File: src/cpl_pkg.sv
// ----------------------------------------------------------------------------
// cpl_pkg
// Shared types and codes for the compacting position list.
// ----------------------------------------------------------------------------
package cpl_pkg;

	typedef logic [2:0] mode_t;

	localparam mode_t MODE_APPEND = 3'd0;
	localparam mode_t MODE_DELETE = 3'd1;
	localparam mode_t MODE_UPDATE = 3'd2;
	localparam mode_t MODE_READ   = 3'd3;
	localparam mode_t MODE_CLEAR  = 3'd4;

	typedef enum logic [1:0] {
		ST_IDLE,
		ST_EXEC,
		ST_SHIFT,
		ST_FINISH
	} state_t;

	// controller -> datapath
	typedef struct packed {
		logic load_item;
		logic set_err;
		logic do_append;
		logic do_update;
		logic do_read;
		logic do_clear;
		logic start_shift;
		logic shift_step;
		logic dec_count;
		logic load_result;
	} cmd_t;

	// datapath -> controller
	typedef struct packed {
		mode_t mode;
		logic  pos_ok;
		logic  has_room;
		logic  shift_rd;
		logic  shift_pend;
		logic  out_free;
	} stat_t;

endpackage

File: src/cpl_ctrl.sv
// ----------------------------------------------------------------------------
// cpl_ctrl
// Sequencer: decodes the held item and steps the datapath through it.
// ----------------------------------------------------------------------------
module cpl_ctrl import cpl_pkg::*; (
	input  logic   clk,
	input  logic   arst_n,
	input  logic   in_valid,
	output logic   in_ready,
	input  stat_t  st,
	output cmd_t   cmd
);

	state_t state_q;
	state_t state_nxt;

	always_ff @(posedge clk or negedge arst_n) begin
		if (!arst_n) begin
			state_q <= ST_IDLE;
		end else begin
			state_q <= state_nxt;
		end
	end

	// next state
	always_comb begin
		state_nxt = state_q;
		unique case (state_q)
			ST_IDLE: begin
				if (in_valid) state_nxt = ST_EXEC;
			end
			ST_EXEC: begin
				if (st.mode == MODE_DELETE && st.pos_ok) state_nxt = ST_SHIFT;
				else state_nxt = ST_FINISH;
			end
			ST_SHIFT: begin
				if (!st.shift_rd && !st.shift_pend) state_nxt = ST_FINISH;
			end
			ST_FINISH: begin
				if (st.out_free) state_nxt = ST_IDLE;
			end
			default: state_nxt = ST_IDLE;
		endcase
	end

	// outputs
	always_comb begin
		cmd      = '0;
		in_ready = 1'b0;
		unique case (state_q)
			ST_IDLE: begin
				in_ready      = 1'b1;
				cmd.load_item = in_valid;
			end
			ST_EXEC: begin
				unique case (st.mode)
					MODE_APPEND: begin
						cmd.do_append = st.has_room;
						cmd.set_err   = !st.has_room;
					end
					MODE_DELETE: begin
						cmd.start_shift = st.pos_ok;
						cmd.set_err     = !st.pos_ok;
					end
					MODE_UPDATE: begin
						cmd.do_update = st.pos_ok;
						cmd.set_err   = !st.pos_ok;
					end
					MODE_READ: begin
						cmd.do_read = st.pos_ok;
						cmd.set_err = !st.pos_ok;
					end
					MODE_CLEAR: begin
						cmd.do_clear = 1'b1;
					end
					default: begin
						cmd.set_err = 1'b1;
					end
				endcase
			end
			ST_SHIFT: begin
				cmd.shift_step = 1'b1;
				cmd.dec_count  = !st.shift_rd && !st.shift_pend;
			end
			ST_FINISH: begin
				cmd.load_result = st.out_free;
			end
			default: begin
				cmd = '0;
			end
		endcase
	end

endmodule

File: src/cpl_dpath.sv
// ----------------------------------------------------------------------------
// cpl_dpath
// Item holding registers, entry memory, count, shift pointer, result register.
// ----------------------------------------------------------------------------
module cpl_dpath import cpl_pkg::*; #(
	parameter int DEPTH      = 64,
	parameter int DATA_WIDTH = 32
) (
	input  logic                          clk,
	input  logic                          arst_n,
	input  logic [2:0]                    mode,
	input  logic [$clog2(DEPTH+1)-1:0]    position,
	input  logic [DATA_WIDTH-1:0]         entry_data,
	input  logic                          cfg_wr_en,
	input  logic [$clog2(DEPTH+1)-1:0]    cfg_wr_data,
	input  logic                          out_ready,
	output logic                          out_valid,
	output logic                          status,
	output logic [DATA_WIDTH-1:0]         read_data,
	output logic [$clog2(DEPTH+1)-1:0]    count,
	output logic                          is_full,
	output logic                          is_empty,
	input  cmd_t                          cmd,
	output stat_t                         st
);

	localparam int CW = $clog2(DEPTH + 1);
	localparam int AW = $clog2(DEPTH);
	localparam logic [CW-1:0] DEPTH_C = CW'(DEPTH);
	localparam logic [CW-1:0] CAP_RST = CW'((DEPTH < 64) ? DEPTH : 64);

	logic [DATA_WIDTH-1:0] mem [DEPTH];

	mode_t                 mode_q;
	logic [CW-1:0]         pos_q;
	logic [DATA_WIDTH-1:0] data_q;
	logic [CW-1:0]         cap_q;
	logic [CW-1:0]         count_q;
	logic [CW-1:0]         ptr_q;
	logic [AW-1:0]         wr_idx_s1;
	logic                  pend_q;
	logic                  err_q;
	logic                  rsel_q;
	logic [DATA_WIDTH-1:0] rd_data_q;
	logic                  out_valid_q;
	logic                  status_q;
	logic [DATA_WIDTH-1:0] read_data_q;
	logic [CW-1:0]         count_out_q;
	logic                  full_q;
	logic                  empty_q;

	logic [CW-1:0]         cap_eff;
	logic [CW-1:0]         pos_m1;
	logic [CW-1:0]         ptr_m1;
	logic                  shift_rd;
	logic                  mem_we;
	logic [AW-1:0]         mem_wa;
	logic [DATA_WIDTH-1:0] mem_wd;
	logic                  mem_re;
	logic [AW-1:0]         mem_ra;

	// zero acts as one, anything above the memory depth acts as the depth
	always_comb begin
		if (cap_q == '0) cap_eff = CW'(1);
		else if (cap_q > DEPTH_C) cap_eff = DEPTH_C;
		else cap_eff = cap_q;
	end

	assign pos_m1   = pos_q - CW'(1);
	assign ptr_m1   = ptr_q - CW'(1);
	assign shift_rd = ptr_q < count_q;

	assign st.mode       = mode_q;
	assign st.pos_ok     = (pos_q != '0) && (pos_q <= count_q);
	assign st.has_room   = count_q < cap_eff;
	assign st.shift_rd   = shift_rd;
	assign st.shift_pend = pend_q;
	assign st.out_free   = !out_valid_q || out_ready;

	// memory port steering
	always_comb begin
		mem_we = 1'b0;
		mem_wa = count_q[AW-1:0];
		mem_wd = data_q;
		if (cmd.do_append) begin
			mem_we = 1'b1;
		end else if (cmd.do_update) begin
			mem_we = 1'b1;
			mem_wa = pos_m1[AW-1:0];
		end else if (cmd.shift_step && pend_q) begin
			mem_we = 1'b1;
			mem_wa = wr_idx_s1;
			mem_wd = rd_data_q;
		end
		mem_re = cmd.do_read || (cmd.shift_step && shift_rd);
		mem_ra = cmd.do_read ? pos_m1[AW-1:0] : ptr_q[AW-1:0];
	end

	always_ff @(posedge clk) begin
		if (mem_we) mem[mem_wa] <= mem_wd;
		if (mem_re) rd_data_q <= mem[mem_ra];
	end

	// item holding and result flags
	always_ff @(posedge clk) begin
		if (cmd.load_item) begin
			mode_q <= mode;
			pos_q  <= position;
			data_q <= entry_data;
			err_q  <= 1'b0;
			rsel_q <= 1'b0;
		end else begin
			if (cmd.set_err) err_q <= 1'b1;
			if (cmd.do_read) rsel_q <= 1'b1;
		end
		if (cmd.shift_step && shift_rd) wr_idx_s1 <= ptr_m1[AW-1:0];
		if (cmd.load_result) begin
			status_q    <= err_q;
			read_data_q <= rsel_q ? rd_data_q : '0;
			count_out_q <= count_q;
			full_q      <= count_q >= cap_eff;
			empty_q     <= count_q == '0;
		end
	end

	always_ff @(posedge clk or negedge arst_n) begin
		if (!arst_n) begin
			cap_q       <= CAP_RST;
			count_q     <= '0;
			ptr_q       <= '0;
			pend_q      <= 1'b0;
			out_valid_q <= 1'b0;
		end else begin
			if (cfg_wr_en) cap_q <= cfg_wr_data;

			if (cmd.do_append) count_q <= count_q + CW'(1);
			else if (cmd.do_clear) count_q <= '0;
			else if (cmd.dec_count) count_q <= count_q - CW'(1);

			// entry at position+1 sits at zero-based index position
			if (cmd.start_shift) begin
				ptr_q  <= pos_q;
				pend_q <= 1'b0;
			end else if (cmd.shift_step) begin
				if (shift_rd) ptr_q <= ptr_q + CW'(1);
				pend_q <= shift_rd;
			end

			if (cmd.load_result) out_valid_q <= 1'b1;
			else if (out_ready) out_valid_q <= 1'b0;
		end
	end

	assign out_valid = out_valid_q;
	assign status    = status_q;
	assign read_data = read_data_q;
	assign count     = count_out_q;
	assign is_full   = full_q;
	assign is_empty  = empty_q;

endmodule

File: src/compacting_position_list.sv
// ----------------------------------------------------------------------------
// compacting_position_list
// Fixed-capacity ordered list, 1-based positions, append/delete/update/read/
// clear, with delete compacting the tail down one place.
// ----------------------------------------------------------------------------
//
//  channel   handshake              payload
//  -------   ---------------------  ---------------------------------------
//  in        in_valid / in_ready    mode, position, entry_data
//  out       out_valid / out_ready  status, read_data, count, is_full,
//                                   is_empty
//  cfg       cfg_wr_en (no stall)   cfg_wr_data = capacity
//
//  One item at a time. Append, update, read, clear and rejected items pass
//  through accept, execute and finish before the result is loaded.
//  A delete at position p with count n adds a shift through the single entry
//  RAM: one word per cycle, ending once the last moved word is written back.
//  The result sits in an output register; the next item is accepted while it
//  waits, and only the finish step stalls on a full output register.
//  Reset clears count, capacity (64, clamped to DEPTH) and all control state;
//  the entry RAM is not cleared and is never read before written.
//
module compacting_position_list import cpl_pkg::*; #(
	parameter int DEPTH      = 64,
	parameter int DATA_WIDTH = 32
) (
	input  logic                          clk,
	input  logic                          arst_n,
	// request
	input  logic                          in_valid,
	output logic                          in_ready,
	input  logic [2:0]                    mode,
	input  logic [$clog2(DEPTH+1)-1:0]    position,
	input  logic [DATA_WIDTH-1:0]         entry_data,
	// capacity register
	input  logic                          cfg_wr_en,
	input  logic [$clog2(DEPTH+1)-1:0]    cfg_wr_data,
	// result
	output logic                          out_valid,
	input  logic                          out_ready,
	output logic                          status,
	output logic [DATA_WIDTH-1:0]         read_data,
	output logic [$clog2(DEPTH+1)-1:0]    count,
	output logic                          is_full,
	output logic                          is_empty
);

	localparam int CW = $clog2(DEPTH + 1);
	localparam logic [CW-1:0] DEPTH_C = CW'(DEPTH);

	cmd_t  cmd;
	stat_t st;

	// sequencer
	cpl_ctrl u_ctrl (
		.clk      (clk),
		.arst_n   (arst_n),
		.in_valid (in_valid),
		.in_ready (in_ready),
		.st       (st),
		.cmd      (cmd)
	);

	// storage, count, shifter and result register
	cpl_dpath #(
		.DEPTH      (DEPTH),
		.DATA_WIDTH (DATA_WIDTH)
	) u_dpath (
		.clk         (clk),
		.arst_n      (arst_n),
		.mode        (mode),
		.position    (position),
		.entry_data  (entry_data),
		.cfg_wr_en   (cfg_wr_en),
		.cfg_wr_data (cfg_wr_data),
		.out_ready   (out_ready),
		.out_valid   (out_valid),
		.status      (status),
		.read_data   (read_data),
		.count       (count),
		.is_full     (is_full),
		.is_empty    (is_empty),
		.cmd         (cmd),
		.st          (st)
	);

	// block is busy right after taking an item
	a_busy_after_accept: assert property (
		@(posedge clk) disable iff (!arst_n)
		(in_valid && in_ready) |=> !in_ready
	) else $error("request taken while previous item still in work");

	// reported count never beyond the storage depth
	a_count_bound: assert property (
		@(posedge clk) disable iff (!arst_n)
		out_valid |-> (count <= DEPTH_C)
	) else $error("count exceeds depth");

	// effective capacity is at least one, so full and empty never coincide
	a_full_empty: assert property (
		@(posedge clk) disable iff (!arst_n)
		out_valid |-> !(is_full && is_empty)
	) else $error("full and empty both set");

	// a failed request returns no data
	a_err_no_data: assert property (
		@(posedge clk) disable iff (!arst_n)
		(out_valid && status) |-> (read_data == '0)
	) else $error("error result carries read data");

endmodule
File: config.mk
export PLATFORM = sky130hd
export DESIGN_NAME = compacting_position_list
export DESIGN_NICKNAME = d
export VERILOG_FILES = /design/src/cpl_pkg.sv /design/src/cpl_ctrl.sv /design/src/cpl_dpath.sv /design/src/compacting_position_list.sv
export SDC_FILE = /design/constraint.sdc
export NUM_CORES = 2
export LEC_CHECK = 0
export BUFFER_PORTS_ARGS = -buffer_cell sky130_fd_sc_hd__buf_2
export CAP_MARGIN = 0
export CORE_ASPECT_RATIO = 0.8
export CORE_MARGIN = 3
export CORE_UTILIZATION = 40
export DETAILED_ROUTE_END_ITERATION = 8
export PLACE_DENSITY = 0.56
export SKIP_CTS_REPAIR_TIMING = 1
export SLEW_MARGIN = 40
export SYNTH_ARGS = -nofsm -noshare
export SYNTH_HDL_FRONTEND = slang
export SYNTH_HIERARCHICAL = 1
export SYNTH_SLANG_ARGS = --single-unit
export TNS_END_PERCENT = 10
File: constraint.sdc
create_clock -name clk -period 19.3 [get_ports clk]
set_input_delay 2.895 -clock clk [delete_from_list [all_inputs] [get_ports clk]]
set_output_delay 2.895 -clock clk [all_outputs]
set_load 0.01 [all_outputs]
==> results.json <==
{
  "cp-end-kind": "flop",
  "fmax_ghz": 0.115,
  "seqPwrFrac": 0.351,
  "min_period_over_period": 0.449,
  "wirelength_um": 368000,
  "yosys_warnings": 6,
  "tns_ns": 0,
  "grt_max_degree": 138,
  "crit_arrival_ns": 9.27,
  "num_vias": 71500,
  "final.min_clock_period_ns": 8.67,
  "fin_util": 0.452,
  "io_pins": 98,
  "h-tree-depth": 4,
  "rsz0062_at_grt": "false",
  "fill_cells": 21100,
  "synth_ff_type": "edfxtp_1",
  "grt_first_pass_wirelength_um": 514000,
  "globalplace.congestion": 0.888,
  "power_leakage_nw": 33.7,
  "powerDensity_mw_per_mm2": 163,
  "rows": 160,
  "grt_usage": 0.290,
  "synthCells": 7455,
  "drcViolationCount": 0,
  "finalSetupViolCount": 0,
  "hold_viol_final": 0,
  "cp_max_fo": 93,
  "cts_buffers": 218,
  "gr-total-overflow": 0,
  "max_slew.worst_pin.slew_ns": 0.953,
  "synth-seq-cells": 2197,
  "power.switching_mw": 7.51,
  "p_sw_frac": 0.428,
  "synthesis.area_sq_mm": 0.0958,
  "clk-insertion-delay-late_ns": 0.89,
  "wl_per_cell_um": 34.4,
  "yosysSeqAreaShare": 0.687,
  "drtIter0Drc": 12100,
  "power.internal_mw": 10.0,
  "status": "complete, no violations",
  "cts_root_buffer": "clkbuf_16",
  "syn_nets": 7539,
  "cts_tree": "built",
  "slew_violations": 0,
  "power_frac_comb": 0.412,
  "worst_slack_ns": 10.63,
  "cts.sinks": 2197,
  "finalNonFillerCells": 10700,
  "critical_path_class": "flop to flop",
  "crit_required_ns": 19.90,
  "clk_pin_slew_ns": 0.06,
  "drive_gt1_frac": 0.121,
  "antenna_found_initial": 32,
  "place_ws_ns": 11.06,
  "fin_worst_skew_ns": 0.0367,
  "hpwl_um": 193000,
  "power_mw": 17.6,
  "post_synth.cell_area_avg_sq_um": 12.8,
  "fin_nets": 7432,
  "cp-start-kind": "flop",
  "async_flop_share": 0.0114,
  "dieArea_sq_mm": 0.245,
  "syn2layout_area_growth_pct": 12.2,
  "core_region_area_sq_mm": 0.238,
  "synth_edf_count": 2170,
  "clkPwrFrac": 0.237,
  "slew_headroom": 0.360,
  "die_x_um": 553,
  "die_h_um": 444,
  "vias_per_cell": 6.68,
  "start_util": 0.403,
  "ir_drop_uv": 152,
  "numPortBuffers": 97,
  "hp-class": "flop to flop",
  "yosysUniqueCellTypes": 95,
  "grt_pass1_vias": 66500,
  "cts_buffer_depth": 3,
  "drtPass1Iterations": 8,
  "placed_cells": 10300,
  "drv_cap": 0,
  "ant_nets": 0
}
==> cell families after synthesis <==
kind of cell / count (synthesis) / synth area share
AO/OA/AOI/OAI: 2922 / 0.199
flip-flops: 2197 / 0.687
AND/OR/NAND/NOR: 1534 / 0.0707
buffers and inverters: 705 / 0.0317
multiplexers: 50 / 0.00583
adder cells (fa/ha/maj): 30 / 0.00392
XOR/XNOR: 17 / 0.00155
==> metal layers <==
layer | track usage | wire length [um] | part of all wire | vias to the layer above
met5 | 0 | 102 | 0.00028 | -
met4 | 0.0960 | 13000 | 0.035 | 16
met3 | 0.101 | 56500 | 0.15 | 754
met2 | 0.407 | 152000 | 0.41 | 5386
met1 | 0.419 | 146000 | 0.40 | 35900
li1 | - | - | - | 29400
==> critical path, cell delays in order (launching register included) <==
cell	delay [ns]
edfxtp_1	0.35
buf_4	0.39
inv_8	0.71
ha_1	0.27
nor2b_1	0.04
o21a_1	0.16
o21a_1	0.16
o21a_1	0.16
o21a_1	0.17
o21a_1	0.17
o22a_1	0.17
a21oi_1	0.17
nand3b_1	0.19
nor2_4	0.11
buf_4	0.39
buf_4	0.38
buf_4	0.49
or2_2	0.53
nand2_4	0.60
buf_4	0.52
o21ai_0	0.26
o21ai_0	0.12
o221ai_1	0.60
o21ai_0	0.26
o21ai_0	0.69
o32ai_1	0.17
==> placed cells by master (no fill, tap or decap), types with 29 or more instances in the layout <==
cell	n
a221o_1	52
nor2_4	69
ha_1	29
or3_1	34
o211ai_1	63
nand4_1	42
o2111ai_1	48
mux2_2	36
buf_2	99
buf_4	206
and2_1	51
o221ai_1	37
a31oi_1	244
nor2_1	207
nand3_1	127
o22ai_1	74
nor3_1	74
o21ai_0	658
nand2_1	772
clkbuf_16	219
a311oi_1	69
a21oi_1	632
and3_1	30
a211oi_1	538
a21o_1	31
a22oi_1	70
clkinv_1	64
clkbuf_1	50
a221oi_1	65
edfxtp_1	2170
clkinv_2	39
nand2b_1	41
a31o_2	65
==> worst paths after layout <==
kind | startpoint | to | slack (ns) | cells after the start
setup / recovery | u_dpath/pos_q[0]$_DFFE_PP_ | u_dpath/rd_data_q[8]$_DFFE_PP_ | 10.63 | 25
hold reg to reg | u_dpath/err_q$_SDFFE_PP0P_ | u_dpath/status$_DFFE_PP_ | 0.47 | 0
hold / removal | u_dpath/err_q$_SDFFE_PP0P_ | u_dpath/status$_DFFE_PP_ | 0.47 | 0
min in group asynchronous | arst_n | u_dpath/cap_q[0]$_DFFE_PN0P_ | 2.04 | 1
setup reg to reg | u_dpath/pos_q[0]$_DFFE_PP_ | u_dpath/rd_data_q[8]$_DFFE_PP_ | 10.63 | 25
max in group asynchronous | arst_n | u_dpath/ptr_q[1]$_DFFE_PN0P_ | 16.79 | 1
==> synthesized netlist by cell type, types with 24 or more instances <==
| library cell | instances | area share |
|---|---|---|
| a211o_1 | 24 | 0.0022 |
| a211oi_1 | 542 | 0.042 |
| a21o_1 | 31 | 0.0024 |
| a21oi_1 | 635 | 0.033 |
| a221o_1 | 52 | 0.0054 |
| a221oi_1 | 65 | 0.0059 |
| a22oi_1 | 70 | 0.0055 |
| a311oi_1 | 70 | 0.0064 |
| a31o_2 | 66 | 0.0060 |
| a31oi_1 | 246 | 0.016 |
| and2_1 | 53 | 0.0035 |
| and3_1 | 30 | 0.0020 |
| buf_1 | 108 | 0.0042 |
| buf_2 | 281 | 0.015 |
| clkbuf_1 | 279 | 0.011 |
| dfrtp_1 | 24 | 0.0063 |
| edfxtp_1 | 2170 | 0.68 |
| ha_1 | 30 | 0.0039 |
| mux2_2 | 42 | 0.0049 |
| nand2_1 | 782 | 0.031 |
| nand2b_1 | 42 | 0.0027 |
| nand3_1 | 127 | 0.0066 |
| nand4_1 | 42 | 0.0027 |
| nor2_1 | 279 | 0.011 |
| nor3_1 | 78 | 0.0041 |
| o2111ai_1 | 48 | 0.0044 |
| o211ai_1 | 63 | 0.0049 |
| o21ai_0 | 668 | 0.035 |
| o221ai_1 | 38 | 0.0035 |
| o22ai_1 | 78 | 0.0051 |
| o31ai_1 | 24 | 0.0019 |
| or3_1 | 34 | 0.0022 |
==> power groups by stage <==
stage               Combinational [mW]  Sequential (mW)  Clock (mW)
floorplan                         3.95             6.09           0
global placement                  6.77             6.24           0
detailed placement                6.89             6.24           0
CTS                               6.90             6.14        4.19
global route                      7.54             6.17        4.39
finish                            7.24             6.16        4.16
==> through the flow <==
step / hold slack (ns) / cell area, sq um
after floorplan: 0.409 / 95800
after detailed placement: 0.467 / 100000
after global placement: 0.463 / 100000
final: 0.470 / 107000
after global routing: 0.486 / 107000
after CTS: 0.479 / 107000
==> cell type report <==
class	count	area, sq um	share of cell area
clock inverter	136	1110	0.0104
tap	3159	3950	0.0368
inverter	26	125	0.00116
sequential	2197	65800	0.613
multi-input combinational	4553	27900	0.260
timing repair buffer	352	2830	0.0264
antenna	7	17.5	0.000163
clock buffer	270	5680	0.0529
==> state kept, by name, summed over array words and instances (netlist names), 6 cells and up <==
name               flops
u_dpath/mem         2048
u_dpath/data_q        32
u_dpath/rd_data_q     32
u_dpath/read_data     32
u_dpath/cap_q          7
u_dpath/count          7
u_dpath/count_q        7
u_dpath/pos_q          7
u_dpath/ptr_q          7
u_dpath/wr_idx_s1      6
Note: power is estimated with default switching activity, not from simulation.
